**config.mk**
```make
export PLATFORM = sky130hd
export DESIGN_NAME = squared_overcurrent_integrator
export DESIGN_NICKNAME = d
export VERILOG_FILES = /design/src/rtl/sqoi_pkg.sv /design/src/rtl/sqoi_cfg.sv /design/src/rtl/sqoi_core.sv /design/src/rtl/squared_overcurrent_integrator.sv
export SDC_FILE = /design/constraint.sdc
export NUM_CORES = 1
export LEC_CHECK = 0
export ABC_AREA = 1
export BUFFER_PORTS_ARGS = -buffer_cell sky130_fd_sc_hd__buf_4
export CAP_MARGIN = 0
export CORE_MARGIN = 4
export CORE_UTILIZATION = 45
export DETAILED_ROUTE_END_ITERATION = 8
export PLACE_DENSITY_LB_ADDON = 0.3
export SLEW_MARGIN = 20
export SYNTH_ARGS = -nofsm -noshare
export SYNTH_HDL_FRONTEND = slang
export SYNTH_SLANG_ARGS = --single-unit
```
**constraint.sdc**
```tcl
create_clock -name clk -period 9.65 [get_ports clk]
set_input_delay 0.965 -clock clk [delete_from_list [all_inputs] [get_ports clk]]
set_output_delay 0.965 -clock clk [all_outputs]
set_load 0.1 [all_outputs]
```
**src/rtl/sqoi_pkg.sv**
```systemverilog
// ----------------------------------------------------------------------------
// Squared overcurrent integrator package
// Shared widths, codes, reset values and structure types for the block.
// ----------------------------------------------------------------------------
package sqoi_pkg;

  localparam int BATCH      = 8;
  localparam int POS_W      = (BATCH > 1) ? $clog2(BATCH) : 1;
  localparam int SAMPLE_W   = 12;
  localparam int SQ_W       = 2 * SAMPLE_W;
  localparam int LIMIT_W    = 31;
  localparam int WINDOW_W   = 20;
  localparam int LEVEL_W    = 32;
  localparam int ELAPSED_W  = 21;
  localparam int CFG_DATA_W = 31;
  localparam int CFG_IDX_W  = 2;

  localparam logic [ELAPSED_W-1:0] ELAPSED_MAX = {ELAPSED_W{1'b1}};

  localparam logic [1:0] MODE_NORMAL  = 2'd0;
  localparam logic [1:0] MODE_SKIP    = 2'd1;
  localparam logic [1:0] MODE_DISCARD = 2'd2;

  localparam logic [CFG_IDX_W-1:0] CFG_NOMINAL_LEVEL  = 2'd0;
  localparam logic [CFG_IDX_W-1:0] CFG_SUM_LIMIT      = 2'd1;
  localparam logic [CFG_IDX_W-1:0] CFG_WINDOW_SAMPLES = 2'd2;

  localparam logic [SAMPLE_W-1:0] NOMINAL_LEVEL_RST  = 12'd75;
  localparam logic [LIMIT_W-1:0]  SUM_LIMIT_RST      = 31'd50000;
  localparam logic [WINDOW_W-1:0] WINDOW_SAMPLES_RST = 20'd2000;

  typedef struct packed {
    logic [SAMPLE_W-1:0] nominal_level;
    logic [LIMIT_W-1:0]  sum_limit;
    logic [WINDOW_W-1:0] window_samples;
  } cfg_t;

  typedef struct packed {
    logic               trip;
    logic               window_restart;
    logic [LEVEL_W-1:0] level;
  } result_t;

endpackage

```
**src/rtl/sqoi_cfg.sv**
```systemverilog
// ----------------------------------------------------------------------------
// Squared overcurrent integrator configuration registers
// Holds the nominal level, the sum limit and the window length.
// ----------------------------------------------------------------------------
module sqoi_cfg
  import sqoi_pkg::*;
(
  input  logic                  clk,
  input  logic                  rst,
  input  logic                  cfg_we,
  input  logic [CFG_IDX_W-1:0]  cfg_index,
  input  logic [CFG_DATA_W-1:0] cfg_data,
  output cfg_t                  cfg
);

  always_ff @(posedge clk) begin
    if (rst) begin
      cfg.nominal_level  <= NOMINAL_LEVEL_RST;
      cfg.sum_limit      <= SUM_LIMIT_RST;
      cfg.window_samples <= WINDOW_SAMPLES_RST;
    end else if (cfg_we) begin
      unique case (cfg_index)
        CFG_NOMINAL_LEVEL:  cfg.nominal_level  <= cfg_data[SAMPLE_W-1:0];
        CFG_SUM_LIMIT:      cfg.sum_limit      <= cfg_data[LIMIT_W-1:0];
        CFG_WINDOW_SAMPLES: cfg.window_samples <= cfg_data[WINDOW_W-1:0];
        default: ;
      endcase
    end
  end

endmodule

```
**src/rtl/sqoi_core.sv**
```systemverilog
// ----------------------------------------------------------------------------
// Squared overcurrent integrator core
// Batch sequencing, window timing and the saturating squared-excess sum.
// ----------------------------------------------------------------------------
module sqoi_core
  import sqoi_pkg::*;
(
  input  logic                clk,
  input  logic                rst,
  input  logic                step,
  input  logic [SAMPLE_W-1:0] sample,
  input  cfg_t                cfg,
  output result_t             result
);

  logic [LEVEL_W-1:0]   accumulated_sum, accumulated_sum_next;
  logic [ELAPSED_W-1:0] elapsed_samples, elapsed_samples_next;
  logic                 awake, awake_next;
  logic [POS_W-1:0]     batch_position, batch_position_next;
  logic [1:0]           batch_mode, batch_mode_next;

  logic                 start;
  logic                 last;
  logic [ELAPSED_W-1:0] elapsed_start;
  logic                 above;
  logic [SAMPLE_W-1:0]  diff;
  logic [SQ_W-1:0]      sq;
  logic [LEVEL_W:0]     sum_up;

  assign start         = (batch_position == '0);
  assign last          = (batch_position == POS_W'(BATCH - 1));
  assign elapsed_start = awake ? elapsed_samples : '0;
  assign above         = (sample >= cfg.nominal_level);
  assign diff          = above ? (sample - cfg.nominal_level) : (cfg.nominal_level - sample);
  assign sq            = SQ_W'(diff) * SQ_W'(diff);
  assign sum_up        = {1'b0, accumulated_sum} + (LEVEL_W + 1)'(sq);

  always_comb begin
    accumulated_sum_next  = accumulated_sum;
    elapsed_samples_next  = elapsed_samples;
    awake_next            = awake;
    batch_mode_next       = batch_mode;
    batch_position_next   = last ? '0 : batch_position + POS_W'(1);
    result.trip           = 1'b0;
    result.window_restart = 1'b0;

    if (start) begin
      batch_mode_next      = MODE_NORMAL;
      elapsed_samples_next = elapsed_start;
      awake_next           = 1'b1;
      if (elapsed_start >= ELAPSED_W'(cfg.window_samples)) begin
        awake_next           = 1'b0;
        elapsed_samples_next = '0;
        accumulated_sum_next = '0;
        batch_mode_next      = MODE_DISCARD;
      end
    end

    unique case (batch_mode_next)
      MODE_DISCARD: begin
        result.window_restart = 1'b1;
      end
      MODE_NORMAL: begin
        if (above) begin
          accumulated_sum_next = sum_up[LEVEL_W] ? {LEVEL_W{1'b1}} : sum_up[LEVEL_W-1:0];
        end else begin
          accumulated_sum_next = (accumulated_sum > LEVEL_W'(sq)) ?
                                 accumulated_sum - LEVEL_W'(sq) : '0;
        end
        if (accumulated_sum_next > LEVEL_W'(cfg.sum_limit)) begin
          result.trip     = 1'b1;
          batch_mode_next = MODE_SKIP;
        end
      end
      default: ;
    endcase

    if (last && batch_mode_next == MODE_NORMAL) begin
      if (elapsed_samples_next > ELAPSED_MAX - ELAPSED_W'(BATCH)) begin
        elapsed_samples_next = ELAPSED_MAX;
      end else begin
        elapsed_samples_next = elapsed_samples_next + ELAPSED_W'(BATCH);
      end
    end

    result.level = accumulated_sum_next;
  end

  always_ff @(posedge clk) begin
    if (rst) begin
      accumulated_sum <= '0;
      elapsed_samples <= '0;
      awake           <= 1'b0;
      batch_position  <= '0;
      batch_mode      <= MODE_NORMAL;
    end else if (step) begin
      accumulated_sum <= accumulated_sum_next;
      elapsed_samples <= elapsed_samples_next;
      awake           <= awake_next;
      batch_position  <= batch_position_next;
      batch_mode      <= batch_mode_next;
    end
  end

endmodule

```
**src/rtl/squared_overcurrent_integrator.sv**
```systemverilog
// ----------------------------------------------------------------------------
// Squared overcurrent integrator
// Adds the squared distance of current samples above a nominal level, takes
// it off for samples below, and flags a trip when the sum passes the limit.
//
// Usage: converter samples arrive as words on the input channel (in_valid,
// in_ready, sample); each gives exactly one result word on the output
// channel (out_valid, out_ready, trip, window_restart, level). Samples are
// taken in batches of eight for window timing. Configuration is written
// through cfg_we, cfg_index and cfg_data; the user must write it only while
// the block is idle, as the block itself does not enforce this. An accepted
// word is registered in the input register; its result is computed on the
// way to the output register and offered from there. Throughput is one word
// per cycle while the receiver keeps up, set by the combinational square, add
// and compare that updates the sum. When the receiver stalls, the output
// register holds its word; the input register takes at most one more word,
// and in_ready falls once it is full. Reset empties both registers, clears the
// sum, time count and batch position and restores the configuration defaults.
// ----------------------------------------------------------------------------
module squared_overcurrent_integrator
  import sqoi_pkg::*;
(
  input  logic                  clk,
  input  logic                  rst,
  input  logic                  in_valid,
  output logic                  in_ready,
  input  logic [SAMPLE_W-1:0]   sample,
  output logic                  out_valid,
  input  logic                  out_ready,
  output logic                  trip,
  output logic                  window_restart,
  output logic [LEVEL_W-1:0]    level,
  input  logic                  cfg_we,
  input  logic [CFG_IDX_W-1:0]  cfg_index,
  input  logic [CFG_DATA_W-1:0] cfg_data
);

  cfg_t                cfg;
  result_t             result;
  logic                held;
  logic [SAMPLE_W-1:0] held_sample;
  logic                advance;
  logic                step;

  assign advance  = !out_valid || out_ready;
  assign in_ready = !held || advance;
  assign step     = advance && held;

  sqoi_cfg u_cfg (
    .clk       (clk),
    .rst       (rst),
    .cfg_we    (cfg_we),
    .cfg_index (cfg_index),
    .cfg_data  (cfg_data),
    .cfg       (cfg)
  );

  sqoi_core u_core (
    .clk    (clk),
    .rst    (rst),
    .step   (step),
    .sample (held_sample),
    .cfg    (cfg),
    .result (result)
  );

  always_ff @(posedge clk) begin
    if (rst) begin
      held      <= 1'b0;
      out_valid <= 1'b0;
    end else begin
      if (in_ready) begin
        held <= in_valid;
      end
      if (advance) begin
        out_valid <= held;
      end
    end
  end

  always_ff @(posedge clk) begin
    if (in_valid && in_ready) begin
      held_sample <= sample;
    end
    if (step) begin
      trip           <= result.trip;
      window_restart <= result.window_restart;
      level          <= result.level;
    end
  end

`ifndef SYNTHESIS
  a_trip_restart_exclusive : assert property (@(posedge clk) disable iff (rst)
    out_valid |-> !(trip && window_restart))
    else $error("trip and window_restart raised together");

  a_restart_clears_level : assert property (@(posedge clk) disable iff (rst)
    (out_valid && window_restart) |-> (level == '0))
    else $error("discarded word carries a non-zero level");

  a_trip_above_limit : assert property (@(posedge clk) disable iff (rst)
    (out_valid && trip) |-> (level > LEVEL_W'(cfg.sum_limit)))
    else $error("trip reported with level at or below the limit");

  a_stall_holds_input : assert property (@(posedge clk) disable iff (rst)
    (held && !advance) |=> (held && $stable(held_sample)))
    else $error("held word lost while the output stalled");
`endif

endmodule
```
* Yosys cells after proc, flatten, opt, wreduce, memory -nomap -nowiden
Index checks and enable logic that the tools add are counted.
** Storage, ports and cells
- Register bits :: 170
- Output and inout bits :: 36
** Operators by class
- Add/subtract/negate cells :: 6
- Multipliers :: 1
- Magnitude comparators :: 5
- Equality and inequality tests :: 4
- Multiplexer cells :: 21
- Reduce and logical (&&, ||, !) cells :: 15
** Operator list (count)
- 2-to-1 mux 32 bit :: 7
- 2-to-1 mux 21 bit :: 5
- adder 32 x 24 -> 33 bit :: 1
- > comparator 32 x 24 -> 1 bit :: 1
- > comparator 32 x 31 -> 1 bit :: 1
- subtractor 32 x 24 -> 32 bit :: 1
- multiplier 12 x 12 -> 24 bit :: 1
- subtractor 12 bit :: 2
- adder 21 x 4 -> 21 bit (second input constant) :: 1
- greater-or-equal comparator 21 x 20 -> 1 bit :: 1
- > comparator 21 bit (second input constant) :: 1
- greater-or-equal comparator 12 bit :: 1
- 2-to-1 mux 12 bit :: 1
- 2-to-1 mux 2 bit :: 4
- AND reduction 2 bit :: 4
- logical NOT 2 bit :: 3
- equality test 2 bit (second input constant) :: 2
- adder 3 x 1 -> 3 bit (second input constant) :: 1
- equality test 3 bit (second input constant) :: 1
- logical AND 1 bit :: 3
- logical NOT 3 bit :: 1
- 2-to-1 mux 1 bit :: 3
- 2-to-1 mux 3 bit :: 1
- equality test 2 x 1 -> 1 bit (second input constant) :: 1
- 2 further kinds :: 4

* Longest topological paths before layout
Gate-level depths: netlist of run 1.
- Depth after elaboration :: 13
- Depth in mapped cells :: 77
- Mapped depth without buffers :: 75

* Hierarchy
Synthesis of run 1 repeated with hierarchy kept, for this count alone.
** Unflattened totals
- Cell total of the unflattened synthesis :: 2698
- Area, all modules :: 18202.5 sq um
** Modules (own cells, without submodules)
- sqoi_core :: instances 1, cells each 2264, area each 14173.6 sq um, seq. area each 1181.1 sq um
- sqoi_cfg :: instances 1, cells each 376, area each 2556.2 sq um, seq. area each 1261.2 sq um
- squared_overcurrent_integrator :: instances 1, cells each 58, area each 1472.7 sq um, seq. area each 1421.4 sq um

* Worst setup path after synthesis of run 1
No wires, ideal clock.
- Path type :: reg-to-reg
- Start :: reg held_sample[0]
- End :: reg u_core.elapsed_samples[4]
- Arrival :: 10113 ps
- Required time :: 9531 ps
- Path slack :: -581 ps
- Cell stages (with the launch flop) :: 67
- Period minus slack after synthesis :: 10231 ps
- Path through :: edfxtp_1 inv_1 ha_1 inv_1 fa_1 nand3_1 nand2_1 nand4_1 nand3_1 a21oi_2 inv_2 buf_2 o21ai_1 xor2_2 inv_2 nand2_1 fa_1 fa_1 [31 not listed] nand3_1 nor2_1 nand2_1 nand3_1 nand2_1 nand2_1 nand2_1 nand2_1 nand2_1 nand2_1 nand3_1 nand3_2 inv_2 nand2_2 nand2_4 buf_6 nor2_1 nor2_2
** Between the ends
- Cells in the longest elaborated chain, start to end :: 13
- Elaborated cells between the ends (all ways) :: 18
** RTL lines
- from (decl) :: RTL line squared_overcurrent_integrator.sv:41 : logic [SAMPLE_W-1:0] held_sample;
- from (signal assigned) :: RTL line squared_overcurrent_integrator.sv:83 : held_sample <= sample;
- subtractor 12 bit or greater-or-equal comparator 12 bit (tied branches) :: RTL line sqoi_core.sv:34, sqoi_core.sv:33
- 2-to-1 mux 12 bit :: RTL line sqoi_core.sv:34 : assign diff = above ? (sample - cfg.nominal_level) : (cfg.nominal_level - sample);
- multiplier 12 x 12 -> 24 bit :: RTL line sqoi_core.sv:35 : assign sq = SQ_W'(diff) * SQ_W'(diff);
- subtractor 32 x 24 -> 32 bit (tied with other cells) :: RTL line sqoi_core.sv:68 : accumulated_sum - LEVEL_W'(sq) : '0;
- 2-to-1 mux 32 bit (on tied branches) :: RTL line sqoi_core.sv:67, sqoi_core.sv:65
- 2-to-1 mux 32 bit (*) :: RTL line sqoi_core.sv:64 : if (above) begin
- 2-to-1 mux 32 bit (*) :: RTL line sqoi_core.sv:59 : unique case (batch_mode_next)
- > comparator 32 x 31 -> 1 bit (*) :: RTL line sqoi_core.sv:70 : if (accumulated_sum_next > LEVEL_W'(cfg.sum_limit)) begin
- 2-to-1 mux 2 bit (*) :: RTL line sqoi_core.sv:70
- 2-to-1 mux 2 bit (*) :: RTL line sqoi_core.sv:59
- logical NOT 2 bit (*) :: RTL line sqoi_core.sv:78 : if (last && batch_mode_next == MODE_NORMAL) begin
- logical AND 1 bit (*) :: RTL line sqoi_core.sv:78
- 2-to-1 mux 21 bit (*) :: RTL line sqoi_core.sv:78
- to (signal assigned) :: RTL line sqoi_core.sv:98 : elapsed_samples <= elapsed_samples_next;
- to (decl) :: RTL line sqoi_core.sv:17 : logic [ELAPSED_W-1:0] elapsed_samples, elapsed_samples_next;
Mark *: on every way between the ends. The rest lies on a longest branch, timed or not. The select of a mux whose other input is x is not followed.
A chain may end at the register's enable or synchronous reset.

* Worst setup path after layout of run 1
- Start :: reg held_sample[0]
- End :: reg u_core.elapsed_samples[17]
Same word-level chain as after synthesis.

==> results of run 1 <==
-- through the flow --
stage	setup TNS, ns	cells	worst slack, ns
detailed placement	-25.40	3515	-1.18
global route	-33.15	3636	-1.39
CTS	-13.79	3610	-0.590
finish	-18.48	3636	-0.804
global placement	-22.29	3515	-1.06
floorplan	0	2590	0.00372
-- cell families after synthesis --
kind of cell               Yosys count  share of synthesized area
and+or+nand+nor                   1001                      0.236
buffers and inverters              607                      0.132
AOI/OAI and AO/OA                  461                      0.144
adders and majority gates          271                      0.228
DFF                                170                      0.219
xor gates and xnor gates            80                     0.0413
-- flip-flops by register name, summed over array words and instances, names as in the netlist --
signal and count:
held 1, held_sample 12, level 32, out_valid 1
trip 1, u_cfg.cfg 63, u_core.accumulated_sum 32, u_core.awake 1
u_core.batch_mode 2, u_core.batch_position 3, u_core.elapsed_samples 21, window_restart 1
-- layout make-up --
class                           count  area (sq um)  area share
Timing Repair Buffer              580          4570       0.185
Sequential cell                   170          3860       0.156
Inverter                          519          1970      0.0796
Tap cell                          518           648      0.0262
Clock buffer                       17           425      0.0172
Multi-Input combinational cell   1816         13100       0.528
Clock inverter                     15           214     0.00864
Timing Repair inverter              1          7.51    0.000303
-- Yosys cell counts, drive strengths merged, types with 17 or more instances --
cell / count
nor2: 290
dfxtp: 124
fa: 85
a21oi: 170
ha: 186
buf: 37
nand4: 36
xor2: 71
clkbuf: 51
inv: 518
nor3: 17
nand3: 124
o21ai: 214
nand2: 512
edfxtp: 46
o211ai: 18
-- worst max-delay path by stage --
stage,to,startpoint,slack [ns],depth (start not counted)
floorplan,u_core.elapsed_samples[12],held_sample[0],0.004,71
global placement,u_core.elapsed_samples[16],held_sample[0],-1.06,61
detailed placement,u_core.elapsed_samples[19],held_sample[0],-1.18,68
CTS,u_core.elapsed_samples[17],held_sample[0],-0.59,65
global route,u_core.elapsed_samples[19],held_sample[0],-1.39,72
finish,u_core.elapsed_samples[17],held_sample[0],-0.80,69
-- critical path, delay by kind of cell, from the launching register on --
family | cells | cell delay [ns]
AO/OA/AOI/OAI | 12 | 1.86
XOR/XNOR | 2 | 0.28
adder cells (fa/ha/maj) | 10 | 3.74
buffers and inverters | 14 | 1.50
flip-flops | 1 | 0.40
AND/OR/NAND/NOR | 31 | 2.56
-- metal layers --
layer,wire [microns],part of all wire,GRT usage
met1,25300,0.42,0.353
met2,29200,0.49,0.481
met3,3030,0.051,0.0449
met4,2140,0.036,0.101
met5,0,0,0
-- what timing repair did --
action                                  CTS  global route
hold endpoints to repair                  0             0
pin swaps                                88            91
buffers inserted                         61            27
cloned                                    6             2
gates resized for setup                 217           153
endpoints found under the setup margin   23            36
hold buffers                              0             0
==> reports/qor.txt, run 1 <==
Worst Reg-to-Reg Cells - 69
sequential-to-total area share from yosys stat - 0.219
CP required - 10.00 ns
Vias/cell - 5.16
Tcrit/Tclk final - 1.08
Placer Congestion - 0.951
unrepaired setup endpoints after global routing - true
clk_lat worst skew - 0.48 ns
max-slew violations - 0
DRC - 0
outcome - complete, but fails checks
drt pass-1 iters - 5
Tot GR Track Use - 0.279
Critical-path top delay cell - fa_1
Unique masters post-synth - 52
crit path DAT - 10.81 ns
clock slew at reported path FFs - 0.09 ns
critical path type - reg2reg
commonest cells after routing, fill and taps aside - buf_4 (552), inv_1 (474), nand2_1 (452)
Area Growth Syn to Fin - 40.1%
Yosys top cell by area - dfxtp_1
routed via count - 18800
nets - 3426
most common cell after layout, fill and taps aside - buf_4
Longest Clk Path Bufs - 2
die footprint - 42500 sq um
Slew HR - 0.276
Avg WL per Cell - 16.4 microns
worst slew pin tran - 1.08 ns
warnings from Yosys - 0
CTS H-tree lvls - 4
Final Cell Area - 24800 sq um
clk_skew - 0.0150 ns
CTS tree - done
antenna violations before repair - 0
Final Hold Viols - 0
post-layout utilization of the core - 0.640
Antenna Nets Post-Route - 0
Setup crit end kind - register
flops & latches, synth - 170
placed wire-length estimate - 46400 microns
most used flip-flop cell after synthesis - dfxtp_1
final setup margin - -0.804 ns
worst hold path depth - 2
Die H - 206 microns
R2R Setup Slk - -0.80 ns
Fillers - 3489
CP most frequent cell - nand2_1
CTS sink cnt - 170
syn avg cell area - 6.83 sq um
Hold Path Class - reg2reg
cell count after synthesis - 2590
root buffer cell - clkbuf_16
Highest Clock Rate - 95.7 MHz
Crit Path Max Fanout - 7
Mapped Area - 17700 sq um
CTS Buf Count - 17
Syn Nets - 2911
first-pass GRT wire length - 94600 microns
failing checks - negative setup slack
Reg-to-Reg Start - held_sample[0]
WHS Endpoint - u_cfg.cfg[19]
final setup vio count - 25
Max-Cap Viols - 0
Hold Startpoint - u_cfg.cfg[19]
Synth area leaders - dfxtp_1 (14%), ha_1 (13%), inv_1 (11%)
pin count of the biggest net entering global routing - 77
Post-synth ARST share - 0
num ports - 86
Placement Cell Area - 21900 sq um
layout cells sized above 1 - 0.302
Initial Util - 0.456
final WL - 59700 microns
Critical Path Max Stage Delay - 0.58 ns
crit path launch type - register
core area - 38700 sq um
Synth top area share - 0.140
fin crit period - 10.45 ns
Post-synth EDFFs - 46
IO buf count - 85
row count - 72
vias in the first global route - 18600
WHS - 0.464 ns
Initial DRC Count - 1325
GRT Residual Overflow - 0
Die Wd - 206 microns
FF-to-FF End - u_core.elapsed_samples[17]
number of diodes - 0
Power of run 1 is not shown: default switching activity piles up to over one toggle a cycle in this logic, so the estimate is an artifact.
==> inputs of run 2 (changes only) <==
--- a/config.mk
+++ b/config.mk
@@ -9,7 +9,7 @@
 export BUFFER_PORTS_ARGS = -buffer_cell sky130_fd_sc_hd__buf_4
 export CAP_MARGIN = 0
 export CORE_MARGIN = 4
-export CORE_UTILIZATION = 45
+export CORE_UTILIZATION = 50
 export DETAILED_ROUTE_END_ITERATION = 8
 export PLACE_DENSITY_LB_ADDON = 0.3
 export SLEW_MARGIN = 20
==> run 2 against run 1 <==
Net effect: the run still ends with negative setup slack left; hold slack better by 0.0013 ns; final cell count shrank 2.0%; flip-flop and latch count did not move; clock-buffer cell count did not move; sequential share of layout area is 0.22 points higher; register-to-register slack improved by 0.04 ns; critical path depth fell by 3; routed wire length shrank 1.0%; global-route usage increased by 2.0 points; highest routed layer unchanged.
==> reports/qor.txt, run 2 (synthesized netlist as in run 1, its figures left out) <==
Placer Congestion - 1.02 (+7.1%)
Fillers - 2844 (-18%)
CTS Buf Count - 17 (unchanged)
CP required - 10.00 ns (about the same)
Hold Path Class - reg2reg
clock slew at reported path FFs - 0.08 ns (about the same)
worst path bufs/invs - 15 (+1)
die footprint - 38400 sq um (-9.6%)
crit path DAT - 10.76 ns (-0.05 ns)
number of diodes - 0 (unchanged)
clk_lat worst skew - 0.46 ns (-0.02 ns)
area of the multi-input gates - 12900 sq um (-1.2%)
Setup crit end kind - register
Antenna Nets Post-Route - 0 (unchanged)
Initial Util - 0.509 (+0.0529)
row count - 68 (-5.6%)
failing checks - negative setup slack
IO buf count - 85 (unchanged)
Largest regs - u_cfg.cfg x63, level x32, u_core.accumulated_sum x32
DRC - 0 (unchanged)
GRT Residual Overflow - 0 (unchanged)
Max-Cap Viols - 0 (unchanged)
commonest cells after routing, fill and taps aside - buf_4 (546), inv_1 (477), nand2_1 (456)
fin crit period - 10.41 ns (-0.0447 ns)
DP Worst Slack - -1.23 ns (-0.0469 ns)
CTS H-tree lvls - 4 (unchanged)
vias in the first global route - 18400 (-1.4%)
Area Growth Syn to Fin - 38.2%
Vias/cell - 5.28 (+2.3%)
top cell family by delay on the critical path - adder cells
pin count of the biggest net entering global routing - 85 (+10%)
outcome - complete, but fails checks
post-layout utilization of the core - 0.704 (+0.0641)
WHS Endpoint - u_cfg.cfg[44]
crit path launch type - register
Die Wd - 196 microns (-4.9%)
number of flip-flops under the largest register name - 63 (unchanged)
worst hold path depth - 2 (unchanged)
critical path type - reg2reg
Final Hold Viols - 0 (unchanged)
drt pass-1 iters - 6 (+1)
final setup margin - -0.760 ns (+0.0447 ns)
worst slew pin tran - 1.11 ns (+0.0225 ns)
FF/Latch Area - 3860 sq um (unchanged)
Critical Path Max Stage Delay - 0.60 ns (+0.02 ns)
routed via count - 18800 (+0.23%)
Initial DRC Count - 1341 (+1.2%)
FF-to-FF End - u_core.elapsed_samples[18]
core area - 34700 sq um (-10%)
Placement Cell Area - 21800 sq um (-0.71%)
R2R Setup Slk - -0.76 ns (+0.04 ns)
num ports - 86 (unchanged)
Final Cell Area - 24400 sq um (-1.4%)
Highest Clock Rate - 96.1 MHz (+0.43%)
hold-fix buffers at CTS - 0 (unchanged)
Avg WL per Cell - 16.6 microns (+1.0%)
CTS sink cnt - 170 (unchanged)
Worst Reg-to-Reg Cells - 66 (-4.3%)
Crit Path Max Fanout - 8 (+1)
Die H - 196 microns (-4.9%)
largest register by flop count - u_cfg.cfg
final setup vio count - 25 (unchanged)
Slew HR - 0.261 (-0.0150)
Longest Clk Path Bufs - 2 (unchanged)
first-pass GRT wire length - 93000 microns (-1.6%)
Tot GR Track Use - 0.299 (+0.0202)
Setup TNS - -17.43 ns (+1.05 ns)
antenna violations before repair - 0 (unchanged)
placed wire-length estimate - 45600 microns (-1.8%)
CTS tree - done
Reg-to-Reg Start - held_sample[0]
final WL - 59100 microns (-1.0%)
layout cells sized above 1 - 0.293 (-0.00859)
root buffer cell - clkbuf_16
max-slew violations - 0 (unchanged)
unrepaired setup endpoints after global routing - true
Hold Startpoint - u_cfg.cfg[44]
nets - 3415 (-0.32%)
clk_skew - 0.0189 ns (+0.00389 ns)
Tcrit/Tclk final - 1.08 (-0.00463)
Critical-path top delay cell - fa_1
most common cell after layout, fill and taps aside - buf_4
run 2: worst max path at each step:
stage	cells past startpoint	endpoint	slack (ns)	from
3_5_place_dp	71	u_core.elapsed_samples[16]	-1.23	held_sample[0]
6_report	66	u_core.elapsed_samples[18]	-0.76	held_sample[0]
5_1_grt	70	u_core.elapsed_samples[4]	-1.27	held_sample[0]
3_3_place_gp	65	u_core.elapsed_samples[16]	-1.02	held_sample[4]
2_1_floorplan	71	u_core.elapsed_samples[12]	0.004	held_sample[0]
4_1_cts	71	u_core.elapsed_samples[20]	-0.53	held_sample[0]
run 2: per-stage QoR:
stage | instances | hold WS (ns)
after floorplan | 2590 | 0.433
after global placement | 3440 | 0.445
after detailed placement | 3440 | 0.455
after CTS | 3543 | 0.464
after global routing | 3562 | 0.476
final | 3562 | 0.465
run 2: area by class of cell:
type                       instances  share of cell area
multi-input combinational       1815               0.529
sequential                       170               0.158
inverter                         519              0.0806
clock buffer                      17              0.0174
clock inverter                    15             0.00814
tap                              455              0.0233
timing repair buffer             571               0.184
run 2: per-layer routing:
metal  track usage  part of all wire
met1         0.377              0.41
met2         0.521              0.49
met3        0.0362             0.054
met4         0.121             0.043
met5             0                 0
run 2: worst register-to-register path, delay by kind of cell, from the launching register on:
| kind | cells | cell delay (ns) |
|---|---|---|
| adders and majority gates | 10 | 3.97 |
| AOI/OAI and AO/OA | 9 | 1.38 |
| and+or+nand+nor | 30 | 2.68 |
| DFF | 1 | 0.39 |
| buffers and inverters | 15 | 1.35 |
| xor gates and xnor gates | 2 | 0.50 |
run 2: timing repair:
action,in CTS,in global routing
setup buffers,68,20
pin swaps,107,96
cloned,4,0
endpoints found under the hold margin,0,0
setup endpoints to repair,23,34
gates resized for setup,205,125
Power of run 2 is left out for the same reason.
==> inputs of run 3 (changes only) <==
--- a/config.mk
+++ b/config.mk
@@ -11,7 +11,7 @@
 export CORE_MARGIN = 4
 export CORE_UTILIZATION = 50
 export DETAILED_ROUTE_END_ITERATION = 8
-export PLACE_DENSITY_LB_ADDON = 0.3
+export PLACE_DENSITY_LB_ADDON = 0.12
 export SLEW_MARGIN = 20
 export SYNTH_ARGS = -nofsm -noshare
 export SYNTH_HDL_FRONTEND = slang
==> run 3 against run 2 <==
Net effect: the run still ends with negative setup slack left; first-iteration DRC count is 8.5% lower; core utilization is 1.3 points lower; non-clock buffer count is 30 lower; die area stayed put; sequential share of layout area is 0.30 points higher; routed wire length is 3.0% lower; critical path depth is 2 lower; worst setup slack better by 0.16 ns; cell area is 1.9% lower; global-route usage is 0.40 points lower; clock skew is 0.0078 ns higher; final cell count is 0.76% lower; critical path type unchanged.
==> reports/qor.txt, run 3 (synthesized netlist as in run 1, its figures left out) <==
Tcrit/Tclk final - 1.06 (-0.0166)
routed via count - 18300 (-2.7%)
die footprint - 38400 sq um (unchanged)
crit path launch type - register
CP most frequent cell - nand2_2
commonest cells after routing, fill and taps aside - buf_4 (523), inv_1 (478), nand2_1 (471)
drt pass-1 iters - 7 (+1)
clk_skew - 0.0267 ns (+0.00781 ns)
Largest regs - u_cfg.cfg x63, level x32, u_core.accumulated_sum x32
Vias/cell - 5.18 (-2.0%)
Avg WL per Cell - 16.2 microns (-2.2%)
Slew HR - 0.328 (+0.0670)
core area - 34700 sq um (unchanged)
CTS sink cnt - 170 (unchanged)
Critical Path Max Stage Delay - 0.53 ns (-0.07 ns)
DP Worst Slack - -1.21 ns (+0.0172 ns)
Crit Path Max Fanout - 9 (+1)
Highest Clock Rate - 97.6 MHz (+1.6%)
pin count of the biggest net entering global routing - 76 (-11%)
Antenna Nets Post-Route - 0 (unchanged)
CTS Buf Count - 17 (unchanged)
IO buf count - 85 (unchanged)
Final Hold Viols - 0 (unchanged)
max-slew violations - 0 (unchanged)
failing checks - negative setup slack
clock slew at reported path FFs - 0.09 ns (about the same)
Die H - 196 microns (unchanged)
CTS tree - done
Fillers - 3026 (+6.4%)
final WL - 57300 microns (-3.0%)
Setup crit end kind - register
final setup margin - -0.599 ns (+0.161 ns)
final setup vio count - 23 (-8.0%)
DRC - 0 (unchanged)
hold-fix buffers at CTS - 0 (unchanged)
antenna violations before repair - 2 (+2)
vias in the first global route - 18000 (-1.8%)
Initial DRC Count - 1227 (-8.5%)
clk_lat worst skew - 0.47 ns (about the same)
Max-Cap Viols - 0 (unchanged)
Placer Congestion - 1.01 (-0.72%)
WHS - 0.465 ns (+0.000132 ns)
first-pass GRT wire length - 91200 microns (-2.0%)
outcome - complete, but fails checks
Longest Clk Path Bufs - 2 (unchanged)
layout cells sized above 1 - 0.278 (-0.0152)
largest register by flop count - u_cfg.cfg
crit path DAT - 10.60 ns (-0.16 ns)
critical path type - reg2reg
Tot GR Track Use - 0.295 (-0.00401)
CP required - 10.00 ns (about the same)
worst slew pin tran - 1.01 ns (-0.100 ns)
fin crit period - 10.25 ns (-0.161 ns)
number of flip-flops under the largest register name - 63 (unchanged)
CTS H-tree lvls - 4 (unchanged)
Hold Path Class - reg2reg
num ports - 86 (unchanged)
placed wire-length estimate - 45900 microns (+0.64%)
row count - 68 (unchanged)
post-layout utilization of the core - 0.691 (-0.0132)
GRT Residual Overflow - 0 (unchanged)
Critical-path top delay cell - fa_1
nets - 3387 (-0.82%)
most common cell after layout, fill and taps aside - buf_4
Area Growth Syn to Fin - 35.6%
root buffer cell - clkbuf_16
Die Wd - 196 microns (unchanged)
unrepaired setup endpoints after global routing - true
Initial Util - 0.509 (unchanged)
==> run 3: changes by cell type in the layout (fill, tap and decap cells not counted), moves of 6 or more <==
cell     previous run  this run
buf_12              7         1
a21oi_1           139       146
nand2_1           456       471
buf_4             546       523
o21ai_1            33        27
nand2_2            45        32
o21ai_2            18        24
==> run 3: final cells by class <==
class / instances / area, sq um / share of cell area
repair inverters: 2 / 13.8 / 0.000574
multi-input cells: 1815 / 12800 / 0.532
inverters: 519 / 1970 / 0.0820
flip-flops and latches: 170 / 3860 / 0.161
well taps: 455 / 569 / 0.0237
clock buffers: 17 / 425 / 0.0177
diodes: 1 / 2.50 / 0.000104
repair buffers: 541 / 4170 / 0.174
clock inverters: 15 / 206 / 0.00861
==> run 3: stage by stage <==
stage          TNS (ns)  cell area, sq um  cells
3_3_place_gp     -20.18             21800   3449
2_1_floorplan         0             17900   2590
4_1_cts           -9.22             23600   3525
3_5_place_dp     -26.52             21800   3449
5_1_grt          -27.12             24000   3534
6_report         -12.69             24000   3535
==> run 3: timing repair <==
item	4_1_cts	5_1_grt
pin swaps	92	21
endpoints found under the setup margin	23	25
resized for setup	227	68
setup buffers	41	8
gates cloned	4	1
==> run 3: worst max-delay path: cells and delay by family (launching register included) <==
kind            cells  cell delay, ns
buf+inv            12            1.14
compound gates     12            1.87
fa+ha+maj          10            3.96
xor+xnor            2            0.40
simple gates       28            2.31
flops               1            0.41
==> run 3: path summary, 6_finish.rpt <==
kind,startpoint,end,slack (ns),depth (start not counted)
min reg2reg,u_cfg.cfg[49],u_cfg.cfg[49],0.46,2
max reg2reg,held_sample[0],u_core.elapsed_samples[9],-0.60,64
min,u_cfg.cfg[49],u_cfg.cfg[49],0.46,2
max,held_sample[0],u_core.elapsed_samples[9],-0.60,64
==> run 3: layer usage <==
metal  track usage  up-vias  routed length (microns)
met1         0.371     8572                    24300
met2         0.514      459                    28000
met4         0.116        2                     2300
li1              -     9157                        -
met5             0        -                       11
met3        0.0381      118                     2690
Power of run 3 is left out for the same reason.
